## src/hw/rtl/rbgs_pkg.sv

```systemverilog
// shared widths, codes and control types of the red-black smoother
package rbgs_pkg;

    localparam int GRID_POINTS = 4096;
    localparam int ADDR_W      = $clog2(GRID_POINTS);
    localparam int VALUE_W     = 32;
    localparam int SIZE_W      = 5;
    localparam int IDX_W       = 4;
    localparam int NK_W        = 2 * SIZE_W - 1;
    localparam int SWEEP_W     = 8;
    localparam int CFG_IDX_W   = 3;
    localparam int CFG_DATA_W  = 32;
    localparam int STEP_W      = 4;
    localparam int TAP_W       = 3;

    localparam logic [1:0] OP_LOAD = 2'd0;
    localparam logic [1:0] OP_RUN  = 2'd1;
    localparam logic [1:0] OP_READ = 2'd2;
    localparam logic [1:0] OP_NONE = 2'd3;

    localparam logic [CFG_IDX_W-1:0] CFG_SIZE_M  = 3'd0;
    localparam logic [CFG_IDX_W-1:0] CFG_SIZE_N  = 3'd1;
    localparam logic [CFG_IDX_W-1:0] CFG_SIZE_K  = 3'd2;
    localparam logic [CFG_IDX_W-1:0] CFG_H2      = 3'd3;
    localparam logic [CFG_IDX_W-1:0] CFG_INV_H2  = 3'd4;
    localparam logic [CFG_IDX_W-1:0] CFG_RELAX   = 3'd5;
    localparam logic [CFG_IDX_W-1:0] CFG_SWEEPS  = 3'd6;

    // point update steps
    localparam logic [STEP_W-1:0] UPD_MUL0     = 4'd0;
    localparam logic [STEP_W-1:0] UPD_MUL1     = 4'd1;
    localparam logic [STEP_W-1:0] UPD_MUL2     = 4'd2;
    localparam logic [STEP_W-1:0] UPD_SUM      = 4'd3;
    localparam logic [STEP_W-1:0] UPD_DIV_LAST = 4'd9;
    localparam logic [STEP_W-1:0] UPD_WRITE    = 4'd10;

    // residual steps
    localparam logic [STEP_W-1:0] RES_LAP      = 4'd0;
    localparam logic [STEP_W-1:0] RES_MUL      = 4'd1;
    localparam logic [STEP_W-1:0] RES_ADD      = 4'd2;
    localparam logic [STEP_W-1:0] RES_OUT      = 4'd3;

    localparam logic [TAP_W-1:0] TAP_LAST = 3'd7;

    typedef struct packed {
        logic              accept;
        logic              load;
        logic              div_start;
        logic              div_sel;
        logic              set_center;
        logic              center_sel;
        logic [IDX_W-1:0]  ci;
        logic [IDX_W-1:0]  cj;
        logic [IDX_W-1:0]  ck;
        logic              fetch;
        logic [TAP_W-1:0]  tap;
        logic              math;
        logic              resid;
        logic [STEP_W-1:0] step;
        logic              run_result;
    } t_dp_cmd;

    typedef struct packed {
        logic               div_done;
        logic [SIZE_W-1:0]  m;
        logic [SIZE_W-1:0]  n;
        logic [SIZE_W-1:0]  k;
        logic [SWEEP_W-1:0] sweeps;
    } t_dp_stat;

endpackage

```

## src/hw/rtl/rbgs_ctrl.sv

```systemverilog
// sequencing state machine: sweep walk, neighbor fetch and arithmetic steps
module rbgs_ctrl (
    input  logic               i_clk,
    input  logic               i_rst_n,
    input  logic               i_start,
    input  logic [1:0]         i_op,
    input  rbgs_pkg::t_dp_stat i_stat,
    output rbgs_pkg::t_dp_cmd  o_cmd,
    output logic               o_busy,
    output logic               o_valid
);
    import rbgs_pkg::*;

    typedef enum logic [7:0] {
        S_IDLE  = 8'b0000_0001,
        S_DEC   = 8'b0000_0010,
        S_DIV_I = 8'b0000_0100,
        S_DIV_J = 8'b0000_1000,
        S_SCAN  = 8'b0001_0000,
        S_FETCH = 8'b0010_0000,
        S_MATH  = 8'b0100_0000,
        S_OUT   = 8'b1000_0000
    } t_state;

    t_state             r_state, n_state;
    logic [IDX_W-1:0]   r_i, n_i, r_j, n_j, r_k, n_k;
    logic               r_phase, n_phase;
    logic [SWEEP_W-1:0] r_sweep, n_sweep;
    logic [TAP_W-1:0]   r_tap, n_tap;
    logic [STEP_W-1:0]  r_step, n_step;
    logic               r_resid, n_resid;

    logic k_last, j_last, i_last, sweep_last, match, accept;

    assign k_last     = (SIZE_W'(r_k) + SIZE_W'(2)) == i_stat.k;
    assign j_last     = (SIZE_W'(r_j) + SIZE_W'(2)) == i_stat.n;
    assign i_last     = (SIZE_W'(r_i) + SIZE_W'(2)) == i_stat.m;
    assign sweep_last = (r_sweep + 1'b1) == i_stat.sweeps;
    assign match      = (r_i[0] ^ r_j[0] ^ r_k[0]) == r_phase;
    assign accept     = i_start && (r_state == S_IDLE);

    always_comb begin
        logic advance;
        advance  = 1'b0;
        n_state  = r_state;
        n_i      = r_i;
        n_j      = r_j;
        n_k      = r_k;
        n_phase  = r_phase;
        n_sweep  = r_sweep;
        n_tap    = r_tap;
        n_step   = r_step;
        n_resid  = r_resid;
        o_cmd    = '0;
        o_cmd.ci = r_i;
        o_cmd.cj = r_j;
        o_cmd.ck = r_k;
        o_cmd.tap   = r_tap;
        o_cmd.step  = r_step;
        o_cmd.resid = r_resid;

        unique case (r_state)
            S_IDLE: begin
                o_cmd.accept = accept;
                if (accept) begin
                    priority if (i_op == OP_LOAD) begin
                        o_cmd.load = 1'b1;
                    end else if (i_op == OP_RUN) begin
                        n_i     = IDX_W'(1);
                        n_j     = IDX_W'(1);
                        n_k     = IDX_W'(1);
                        n_phase = 1'b0;
                        n_sweep = '0;
                        n_resid = 1'b0;
                        if (i_stat.sweeps == '0) begin
                            o_cmd.run_result = 1'b1;
                            n_state = S_OUT;
                        end else begin
                            n_state = S_SCAN;
                        end
                    end else if (i_op == OP_READ) begin
                        n_resid = 1'b1;
                        n_state = S_DEC;
                    end else begin
                        n_state = S_IDLE;
                    end
                end
            end
            S_DEC: begin
                o_cmd.div_start = 1'b1;
                n_state = S_DIV_I;
            end
            S_DIV_I: begin
                if (i_stat.div_done) begin
                    o_cmd.div_start = 1'b1;
                    o_cmd.div_sel   = 1'b1;
                    n_state = S_DIV_J;
                end
            end
            S_DIV_J: begin
                if (i_stat.div_done) begin
                    o_cmd.set_center = 1'b1;
                    o_cmd.center_sel = 1'b1;
                    n_tap   = '0;
                    n_state = S_FETCH;
                end
            end
            S_SCAN: begin
                if (match) begin
                    o_cmd.set_center = 1'b1;
                    n_tap   = '0;
                    n_state = S_FETCH;
                end else begin
                    advance = 1'b1;
                end
            end
            S_FETCH: begin
                o_cmd.fetch = 1'b1;
                n_tap = r_tap + 1'b1;
                if (r_tap == TAP_LAST) begin
                    n_step  = '0;
                    n_state = S_MATH;
                end
            end
            S_MATH: begin
                o_cmd.math = 1'b1;
                n_step = r_step + 1'b1;
                if (r_resid && r_step == RES_OUT) begin
                    n_state = S_OUT;
                end else if (!r_resid && r_step == UPD_WRITE) begin
                    advance = 1'b1;
                end
            end
            S_OUT: begin
                n_state = S_IDLE;
            end
            default: n_state = S_IDLE;
        endcase

        if (advance) begin
            n_state = S_SCAN;
            if (!k_last) begin
                n_k = r_k + 1'b1;
            end else begin
                n_k = IDX_W'(1);
                if (!j_last) begin
                    n_j = r_j + 1'b1;
                end else begin
                    n_j = IDX_W'(1);
                    if (!i_last) begin
                        n_i = r_i + 1'b1;
                    end else begin
                        n_i = IDX_W'(1);
                        n_phase = !r_phase;
                        if (r_phase) begin
                            n_sweep = r_sweep + 1'b1;
                            if (sweep_last) begin
                                o_cmd.run_result = 1'b1;
                                n_state = S_OUT;
                            end
                        end
                    end
                end
            end
        end
    end

    always_ff @(posedge i_clk) begin
        if (!i_rst_n) begin
            r_state <= S_IDLE;
            r_i     <= '0;
            r_j     <= '0;
            r_k     <= '0;
            r_phase <= 1'b0;
            r_sweep <= '0;
            r_tap   <= '0;
            r_step  <= '0;
            r_resid <= 1'b0;
        end else begin
            r_state <= n_state;
            r_i     <= n_i;
            r_j     <= n_j;
            r_k     <= n_k;
            r_phase <= n_phase;
            r_sweep <= n_sweep;
            r_tap   <= n_tap;
            r_step  <= n_step;
            r_resid <= n_resid;
        end
    end

    assign o_busy  = r_state != S_IDLE;
    assign o_valid = r_state == S_OUT;
endmodule

```

## config.mk

```make
export PLATFORM = sky130hd
export DESIGN_NAME = rbgs_ctrl
export DESIGN_NICKNAME = d
export VERILOG_FILES = /design/src/hw/rtl/rbgs_pkg.sv /design/src/hw/rtl/rbgs_ctrl.sv
export SDC_FILE = /design/constraint.sdc
export NUM_CORES = 1
export LEC_CHECK = 0
export CORE_MARGIN = 3
export CORE_UTILIZATION = 42
export CTS_BUF_LIST = sky130_fd_sc_hd__clkbuf_8
export DETAILED_ROUTE_END_ITERATION = 16
export DONT_BUFFER_PORTS = 1
export PLACE_DENSITY_LB_ADDON = 0.12
export SLEW_MARGIN = 20
export SYNTH_ARGS = -nofsm -noshare
export SYNTH_HDL_FRONTEND = slang
export SYNTH_SLANG_ARGS = --single-unit
```

## constraint.sdc

```tcl
create_clock -name i_clk -period 3.5 [get_ports i_clk]
set_input_delay 0.35 -clock i_clk [delete_from_list [all_inputs] [get_ports i_clk]]
set_output_delay 0.35 -clock i_clk [all_outputs]
set_load 0.005 [all_outputs]
```

Word level (Yosys, flattened, before mapping)

Cells that the tools add are included.

ROM bits: 0
Register bits after elaboration: 37
Memory bits (writable): 0
Memories kept: 0
Word-level logic and storage cells: 157
Bits in latches: 0

Mux-type cells: 88
Equal/unequal tests: 30
$add $sub $neg: 9
Div/mod/pow operators: 0
Order comparisons: 0
$mul: 0
Shift operators: 0
Bitwise gates (word level): 3
Reduce and logical (&&, ||, !) cells: 18

Operators by type and width:

| kind                                           | count |
|---|---|
| 2-to-1 mux 8 bit                               | 24 |
| 2-to-1 mux 4 bit                               | 22 |
| one-hot mux 8 bit (7 select lines)             | 1 |
| 2-to-1 mux 1 bit                               | 31 |
| adder 4 x 1 -> 4 bit (second input constant)   | 4 |
| adder 4 x 2 -> 5 bit (second input constant)   | 3 |
| == test 5 bit                                  | 3 |
| != test 3 bit (second input constant)          | 5 |
| nonzero test 2 bit                             | 5 |
| one-hot mux 3 bit (3 select lines)             | 1 |
| adder 8 x 1 -> 8 bit (second input constant)   | 1 |
| == test 8 x 1 -> 1 bit (second input constant) | 1 |
| == test 8 x 2 -> 1 bit (second input constant) | 1 |
| == test 8 x 3 -> 1 bit (second input constant) | 1 |
| == test 8 x 4 -> 1 bit (second input constant) | 1 |
| == test 8 x 5 -> 1 bit (second input constant) | 1 |
| == test 8 x 6 -> 1 bit (second input constant) | 1 |
| == test 8 x 7 -> 1 bit (second input constant) | 1 |
| == test 8 bit                                  | 1 |
| == test 8 bit (second input constant)          | 1 |
| zero test 8 bit                                | 1 |
| != test 8 x 1 -> 1 bit (second input constant) | 1 |
| one-hot mux 4 bit (2 select lines)             | 1 |
| AND reduction 4 bit                            | 2 |
| 22 further kinds                               | 34 |

Longest topological paths before layout

Gate-level depths: netlist of run 1.

Depth in word-level cells: 12
Gate-level depth with buffers: 9

Least setup slack after synthesis of run 1

Ideal clock, no wire load.

Path type: register -> output
From: reg r_j[1]
To: out o_cmd[0] (netlist name)
Stages on the path, launching flop included: 8
Required time: 3.150 ns
Arrival time: 1.854 ns
Setup slack: 1.296 ns
Buffers on the path: 0
Cells stage by stage: dfxtp_1 ha_1 xor3_1 nor4_1 nand3_1 a2111oi_0 nand3_1 o21ai_0

RTL lines:

| item                     | RTL line         | RTL |
|---|---|---|
| start: declaration       | rbgs_ctrl.sv:26  | `logic [IDX_W-1:0] r_i, n_i, r_j, n_j, r_k, n_k;` |
| start signal: assignment | rbgs_ctrl.sv:182 | `r_j <= n_j;` |
| end: declaration         | rbgs_ctrl.sv:8   | `output rbgs_pkg::t_dp_cmd o_cmd,` |

==> results.yml, run 1 <==
placement:
  portBuffers: 0
  hpwl_mm: 5.05
  gp_congestion: 0.810
clock_tree:
  insertion_delay_ns: 0.28
  clockBufferDepth: 2
  clk_pin_slew_ns: 0.07
  postCtsSetupBuffers: 0
  cts_max_level: 2
  hold_buffers: 0
  post_cts_resized: 0
  root_buffer: "clkbuf_8"
  cts_buffers: 5
  cts_tree: "built"
  cts.sinks: 37
setup_path:
  path_common_cell: "nand3_1"
  setup.worst_path.start: "r_j[1]"
  critPathSlowestCell: "a2111oi_0"
  end_kind: "primary output"
  critPathMaxFanout: 6
  cpPeakStageDelay_ns: 0.52
  cp_cell_sequence: "ha_1, xor3_1, nor4_1, nand3_1, a2111oi_0, nand3_1, o21ai_0"
  critPathArrivalTime_ns: 2.79
  required_ns: 3.15
  start_kind: "flop"
  path_buf_inv: 0
  critPathTopFamily: "compound AO/OA/AOI/OAI gates"
  rr_startpoint: "r_j[1]"
  critical_path_class: "reg -> out"
hold_path:
  min_from: "i_rst_n"
  hold_class: "in -> reg"
detailed_routing:
  num_vias: 2434
  remaining_drc_errors: 0
  viasPerCell: 5.95
  drt.antenna.violating_nets: 0
  wirelength_mm: 6.62
  wire_per_inst_um: 16.2
  drt_iter0_markers: 106
  drtPass1Iterations: 4
synth:
  ys_top_cells_by_area: "dfxtp_1, ha_1, nand2_1"
  ys_types: 64
  syn-num-nets: 379
  synth_edf_count: 0
  yosys.area.top_type: "dfxtp_1"
  ys_warn_count: 0
  yosysTopAreaCellShare: 0.273
  syn_area_um2: 2710
  synthCells: 336
  synthArstFlopShare: 0
  ys_ff_latch: 37
  syn-mean-instance-area_um2: 8.07
  ys.flop_type: "dfxtp_1"
  yosysSeqAreaShare: 0.273
  synth.most_common_cell: "dfxtp_1"
  synth_commonest_cells: "dfxtp_1, nand2_1, nor2_1, nand3_1"
final_layout:
  syn_to_final_growth_pct: 4.76
  fillers: 624
  final_net_count: 376
  antennaDiodeCount: 0
  register_area_um2: 741
  drive_gt1_frac: 0.0749
  multiInputGateArea_um2: 1880
sta:
  fin_crit_sh: 0.897
  slew_headroom: 0.464
  fin_worst_skew_ns: 0.00367
  final.setup.tns_ns: 0
  hold_slack_ns: 0.190
  final-hold-violation-count: 0
  period_needed_ns: 3.14
  rsz0062_at_grt: "false"
  tightest_slew_ns: 0.803
  setup_viol: 0
  timing.fmax_ghz: 0.318
  final_max_slew_viol_count: 0
floorplan:
  rows: 28
  die-area_um2: 7450
  start_util: 0.445
  dieHeight_um: 86.3
  coreArea_um2: 6100
  die_w_um: 86.3
  io_pins: 60
grt:
  grt_max_degree: 24
  grt_overflow: 0
  grt_use_total: 0.180
  antenna_found_initial: 0
  grt_pass1_vias: 2190
  grt_pass1_wl_mm: 10.8
power:
  peakVddDrop_v: 0.000196
  p_leak_nw: 1.10
  power_density_nw_per_um2: 295
status:
  outcome: "completed"
flow_run:
  max_cap_violations: 0
## state kept, by name (all words and copies together) (netlist names)
register,cells
r_tap,3
r_i,4
r_sweep,8
r_j,4
r_step,4
r_resid,1
r_phase,1
r_state,8
r_k,4
## cell families (layout without fill, tap and decap cells)
kind of cell / after synthesis / after routing / synth area share
adder cells (fa/ha/maj): 14 / 14 / 0.0646
AO/OA/AOI/OAI: 82 / 82 / 0.201
XOR/XNOR: 27 / 27 / 0.101
AND/OR/NAND/NOR: 154 / 154 / 0.326
flip-flops: 37 / 37 / 0.273
buffers and inverters: 22 / 20 / 0.0342
## where the power goes
group	switching [W]	internal (W)	total [W]
clock network	0.000152	0.000135	0.000287
registers	0.0000124	0.000427	0.000440
logic	0.0000675	0.0000437	0.000111
total	0.000232	0.000606	0.000838
## worst paths after layout
kind,endpoint,slack (ns),cells past startpoint
min,r_i[1],0.19,1
max,o_cmd[0],0.36,7
min reg2reg,r_tap[0],0.52,1
max reg2reg,r_state[4],0.87,7
## metrics by stage
step	cell area, µm²	instances	power, W	setup slack (ns)	util
2_1_floorplan	2710	336	0.000545	1.30	-
3_3_place_gp	2760	401	0.000560	0.756	0.452
3_5_place_dp	2760	401	0.000561	0.748	0.452
4_1_cts	2840	409	0.000850	0.403	0.466
5_1_grt	2840	409	0.000879	0.157	0.466
6_report	2840	409	0.000838	0.360	0.466
## cell type report
cell class              count  area share
inverters                  12      0.0159
clock inverters             3     0.00485
multi-input cells         277       0.661
clock buffers               5      0.0242
well taps                  75      0.0331
flip-flops and latches     37       0.261
## cell usage in the layout, fill, tap and decap left out, types with 3 or more instances in the layout
cell type  instances
nand3b_1           5
dfxtp_1           37
nor3b_1            3
nor2b_1           10
nor2_1            23
nand2b_1           3
o21ai_0           16
and3_1             8
a31oi_1            4
xnor2_1           10
and4b_1            3
nand3_1           22
nor4_1             7
clkbuf_8           5
a22oi_1            3
nor4bb_1           3
nand2_1           33
and2_1             4
o21ai_1           12
a21oi_1           16
nor3_1             8
inv_1             12
xor2_1            14
ha_1              14
a211oi_1           3
nand4_1            8
a2111oi_0          3
## per-layer routing
| metal | track usage | share of wire | routed length (µm) | vias to the layer above |
|---|---|---|---|---|
| met2 | 0.269 | 0.45 | 2950 | 65 |
| met5 | 0 | 0 | 0 | - |
| met4 | 0.0425 | 0.0086 | 57 | 0 |
| met1 | 0.259 | 0.48 | 3180 | 1125 |
| met3 | 0.0456 | 0.066 | 434 | 7 |
| li1 | - | - | - | 1237 |
Power figures use the tool's default switching activity.
==> run 2, diff against run 1 <==
--- a/config.mk
+++ b/config.mk
@@ -5,7 +5,6 @@
 export SDC_FILE = /design/constraint.sdc
 export NUM_CORES = 1
 export LEC_CHECK = 0
-export CORE_MARGIN = 3
 export CORE_UTILIZATION = 42
 export CTS_BUF_LIST = sky130_fd_sc_hd__clkbuf_8
 export DETAILED_ROUTE_END_ITERATION = 16
==> run 2 against run 1 <==
Effect of this change:
- sequential share of layout area hardly changed
- register-to-register slack better by 0.06 ns
- sequential cell count stayed put
- count of clock-buffer cells in the layout stayed put
- sequential power hardly changed
- critical path depth stayed put
- global-route usage is 2.2 points higher
- critical path type unchanged
- largest cell class unchanged
- largest power group unchanged
- highest routed layer unchanged
==> results.yml, run 2 (synthesized netlist as in run 1, its figures left out) <==
status:
  outcome: "completed"
setup_path:
  path_common_cell: "nand3_1"
  critPathArrivalTime_ns: 2.76
  end_kind: "primary output"
  critical_path_class: "reg -> out"
  r2r_setup_slack_ns: 0.93
  required_ns: 3.15
  rr_startpoint: "r_j[1]"
  critPathSlowestCell: "dfxtp_1"
  start_kind: "flop"
  cp_cell_sequence: "ha_1, xor3_1, nor4_1, nand3_1, a2111oi_0, nand3_1, o21ai_0"
  critPathMaxFanout: 6
  rr_worst_depth: 7
  r2r_end: "r_state[4]"
  path_buf_inv: 0
  cpPeakStageDelay_ns: 0.46
  critPathTopFamily: "simple AND/OR/NAND/NOR gates"
final_layout:
  syn_to_final_growth_pct: 4.66
  final_net_count: 376
  drive_gt1_frac: 0.0689
  layout.cells.most_common: "dfxtp_1"
  fillers: 622
  antennaDiodeCount: 0
  final_cell_mix: "dfxtp_1, nand2_1, nor2_1, nand3_1"
  reg_top3: "r_state: 8 flops, r_sweep: 8 flops"
clock_tree:
  clockBufferDepth: 2
  cts_buffers: 5
  root_buffer: "clkbuf_8"
  cts.sinks: 37
  cts_tree: "built"
  post_cts_resized: 0
  clk_pin_slew_ns: 0.07
  insertion_delay_ns: 0.29
  cts_max_level: 2
  hold_buffers: 0
  postCtsSetupBuffers: 0
grt:
  grt_use_total: 0.201
  grt_pass1_wl_mm: 10.3
  grt_pass1_vias: 2169
  grt_max_degree: 24
  grt_overflow: 0
  antenna_found_initial: 0
flow_run:
  max_cap_violations: 0
power:
  p_total_w: 0.000839
  peakVddDrop_v: 0.000170
  switching_power_w: 0.000235
  power_density_nw_per_um2: 296
  p_int_w: 0.000604
  clkPwrFrac: 0.342
  switching_share: 0.280
  p_seq_frac: 0.524
  p_leak_nw: 1.10
  comb_power_share: 0.134
detailed_routing:
  drt_iter0_markers: 123
  drt.antenna.violating_nets: 0
  remaining_drc_errors: 0
  num_vias: 2390
  wirelength_mm: 6.58
  wire_per_inst_um: 16.1
  drtPass1Iterations: 4
  viasPerCell: 5.84
sta:
  slew_headroom: 0.452
  final-hold-violation-count: 0
  period_needed_ns: 3.11
  rsz0062_at_grt: "false"
  final_max_slew_viol_count: 0
  setup_viol: 0
  timing.fmax_ghz: 0.321
  fin_worst_skew_ns: 0.00749
  fin_crit_sh: 0.889
  tightest_slew_ns: 0.821
  final.setup.tns_ns: 0
floorplan:
  dieHeight_um: 82.3
  coreArea_um2: 6060
  rows: 28
  start_util: 0.447
  die-area_um2: 6780
  io_pins: 60
  die_w_um: 82.3
hold_path:
  min_from: "i_rst_n"
  hold_class: "in -> reg"
  holdPathStages: 1
  hold_end: "r_i[1]"
placement:
  portBuffers: 0
  hpwl_mm: 4.99
  gp_congestion: 0.841
-- run 2: cell types whose count changed in the layout (fill, tap and decap cells not counted), sizes merged --
| cell | delta |
|---|---|
| inv | +2 |
| clkinv | -2 |
-- run 2: worst max-delay path by stage --
stage,from,endpoint,slack (ns),cells past startpoint
floorplan,r_j[1],o_cmd[0],1.30,7
detailed placement,r_j[1],o_cmd[0],0.74,7
CTS,r_j[1],o_cmd[0],0.39,7
global placement,r_j[1],o_cmd[0],0.81,7
finish,r_j[1],o_cmd[0],0.39,7
global route,r_j[1],o_cmd[0],0.19,7
-- run 2: power groups by stage --
stage / clock (W) / sequential [W] / combinational (W)
2_1_floorplan: 0 / 0.000446 / 0.0000991
3_3_place_gp: 0 / 0.000450 / 0.000112
3_5_place_dp: 0 / 0.000450 / 0.000112
4_1_cts: 0.000299 / 0.000440 / 0.000113
5_1_grt: 0.000314 / 0.000441 / 0.000125
6_report: 0.000287 / 0.000440 / 0.000113
-- run 2: cell type report --
cell class,instances,area [µm²],share of cell area
multi-input cells,277,1880,0.662
clock inverters,3,11.3,0.00397
flip-flops and latches,37,741,0.261
well taps,75,93.8,0.0331
clock buffers,5,68.8,0.0243
inverters,12,45.0,0.0159
-- run 2: per-layer routing --
layer,routed length [µm],global-route usage,vias to the layer above
met3,402,0.0418,7
met4,78,0.0702,0
met1,3200,0.271,1077
met5,0,0,-
li1,-,-,1239
met2,2900,0.317,67
-- run 2: worst reg2reg max path: cells and delay by family (launching register included) --
family	cells	cell delay, ns
adder cells (fa/ha/maj)	1	0.22
AND/OR/NAND/NOR	4	0.93
AO/OA/AOI/OAI	1	0.45
XOR/XNOR	1	0.41
flip-flops	1	0.46
-- run 2: through the flow --
| stage | utilization | cell area, µm² | hold WS (ns) | setup WS [ns] | cells |
|---|---|---|---|---|---|
| floorplan | - | 2710 | 0.462 | 1.30 | 336 |
| global placement | 0.455 | 2760 | 0.485 | 0.814 | 401 |
| detailed placement | 0.455 | 2760 | 0.485 | 0.741 | 401 |
| CTS | 0.468 | 2840 | 0.176 | 0.392 | 409 |
| global route | 0.468 | 2840 | 0.179 | 0.195 | 409 |
| finish | 0.468 | 2840 | 0.190 | 0.387 | 409 |
==> run 3, diff against run 2 <==
--- a/config.mk
+++ b/config.mk
@@ -5,6 +5,7 @@
 export SDC_FILE = /design/constraint.sdc
 export NUM_CORES = 1
 export LEC_CHECK = 0
+export CORE_MARGIN = 5
 export CORE_UTILIZATION = 42
 export CTS_BUF_LIST = sky130_fd_sc_hd__clkbuf_8
 export DETAILED_ROUTE_END_ITERATION = 16
==> run 3 against run 2 <==
Effect of this change:
- clock skew decreased by 0.0021 ns
- via count is 2.3% higher
- non-clock buffer count unchanged
- combinational power about the same
- critical endpoint unchanged
- largest cell class unchanged
==> results.yml, run 3 (synthesized netlist as in run 1, its figures left out) <==
status:
  outcome: "completed"
placement:
  hpwl_mm: 5.32
  dpl_worst_slack_ns: 0.660
  gp_congestion: 0.879
  portBuffers: 0
clock_tree:
  insertion_delay_ns: 0.29
  postCtsSetupBuffers: 0
  clk_pin_slew_ns: 0.07
  cts_tree: "built"
  clockBufferDepth: 2
  post_cts_resized: 0
  hold_buffers: 0
  cts_max_level: 2
  cts.sinks: 37
  cts_buffers: 5
  root_buffer: "clkbuf_8"
sta:
  fin_worst_skew_ns: 0.00542
  slew_headroom: 0.448
  setup_ws_ns: 0.355
  final-hold-violation-count: 0
  setup_viol: 0
  final_max_slew_viol_count: 0
  timing.fmax_ghz: 0.318
  rsz0062_at_grt: "false"
  period_needed_ns: 3.14
  fin_crit_sh: 0.898
  final.setup.tns_ns: 0
  tightest_slew_ns: 0.828
final_layout:
  final_cell_mix: "dfxtp_1, nand2_1, nor2_1, nand3_1"
  layout.cells.most_common: "dfxtp_1"
  drive_gt1_frac: 0.0749
  syn_to_final_growth_pct: 6.09
  final_net_count: 376
  fillers: 672
  antennaDiodeCount: 0
  reg_top3: "r_state: 8 flops, r_sweep: 8 flops"
setup_path:
  critPathSlowestCell: "a2111oi_0"
  critPathArrivalTime_ns: 2.79
  critPathTopFamily: "simple AND/OR/NAND/NOR gates"
  required_ns: 3.15
  cpPeakStageDelay_ns: 0.47
  start_kind: "flop"
  path_buf_inv: 0
  path_common_cell: "nand3_1"
  end_kind: "primary output"
  cp_cell_sequence: "ha_1, xor3_1, nor4_1, nand3_1, a2111oi_0, nand3_1, o21ai_0"
  critPathMaxFanout: 6
  critical_path_class: "reg -> out"
detailed_routing:
  num_vias: 2444
  remaining_drc_errors: 0
  wirelength_mm: 6.96
  viasPerCell: 5.95
  drt_iter0_markers: 103
  drt.antenna.violating_nets: 0
  drtPass1Iterations: 4
  wire_per_inst_um: 16.9
flow_run:
  max_cap_violations: 0
grt:
  antenna_found_initial: 0
  grt_overflow: 0
  grt_use_total: 0.171
  grt_max_degree: 24
  grt_pass1_wl_mm: 11.7
  grt_pass1_vias: 2366
floorplan:
  coreArea_um2: 6310
  dieHeight_um: 90.3
  rows: 29
  die_w_um: 90.3
  die-area_um2: 8160
  io_pins: 60
  start_util: 0.429
hold_path:
  hold_class: "in -> reg"
power:
  peakVddDrop_v: 0.000150
  p_leak_nw: 1.11
  power_density_nw_per_um2: 327
run 3: cell types whose count changed in the layout (fill, tap and decap cells not counted):
cell / change
bufinv_16: +1
clkbuf_8: +1
inv_1: -2
run 3: path summary, 6_finish.rpt:
check        startpoint          to  slack (ns)  cells past startpoint
min reg2reg  r_sweep[7]  r_sweep[7]        0.51                      2
min             i_rst_n      r_i[1]        0.19                      1
max              r_j[1]    o_cmd[0]        0.36                      7
max reg2reg      r_j[1]  r_state[4]        0.87                      7
run 3: per-layer routing:
layer  vias to the layer above  share of wire  track usage
li1                       1232              -            -
met1                      1162           0.46        0.220
met2                        43           0.48        0.280
met3                         7          0.054       0.0525
met4                         0          0.010       0.0409
met5                         -              0            0
run 3: through the flow:
| stage | std cells | total power [W] | hold WS, ns | instance area [µm²] | utilization |
|---|---|---|---|---|---|
| after floorplan | 336 | 0.000545 | 0.462 | 2710 | - |
| after global placement | 403 | 0.000561 | 0.481 | 2760 | 0.437 |
| after detailed placement | 403 | 0.000562 | 0.486 | 2760 | 0.437 |
| after CTS | 411 | 0.000951 | 0.180 | 2880 | 0.455 |
| after global routing | 411 | 0.000984 | 0.189 | 2880 | 0.455 |
| final | 411 | 0.000940 | 0.192 | 2880 | 0.455 |
run 3: layout make-up:
type / count / area [µm²] / area share
inverter: 12 / 45.0 / 0.0157
tap: 77 / 96.3 / 0.0335
clock inverter: 2 / 33.8 / 0.0117
sequential: 37 / 741 / 0.258
multi-input combinational: 277 / 1880 / 0.653
clock buffer: 6 / 82.6 / 0.0287
run 3: power by group:
group          switching (W)  internal (W)
sequential         0.0000127      0.000427
clock               0.000158      0.000230
combinational      0.0000684     0.0000438
total               0.000239      0.000701
run 3: worst register-to-register path, cell delays in order, from the launching register on:
cell,delay [ns]
dfxtp_1,0.46
ha_1,0.22
xor3_1,0.42
nor4_1,0.34
nand3_1,0.15
a2111oi_0,0.47
nand3_1,0.23
and3_1,0.23
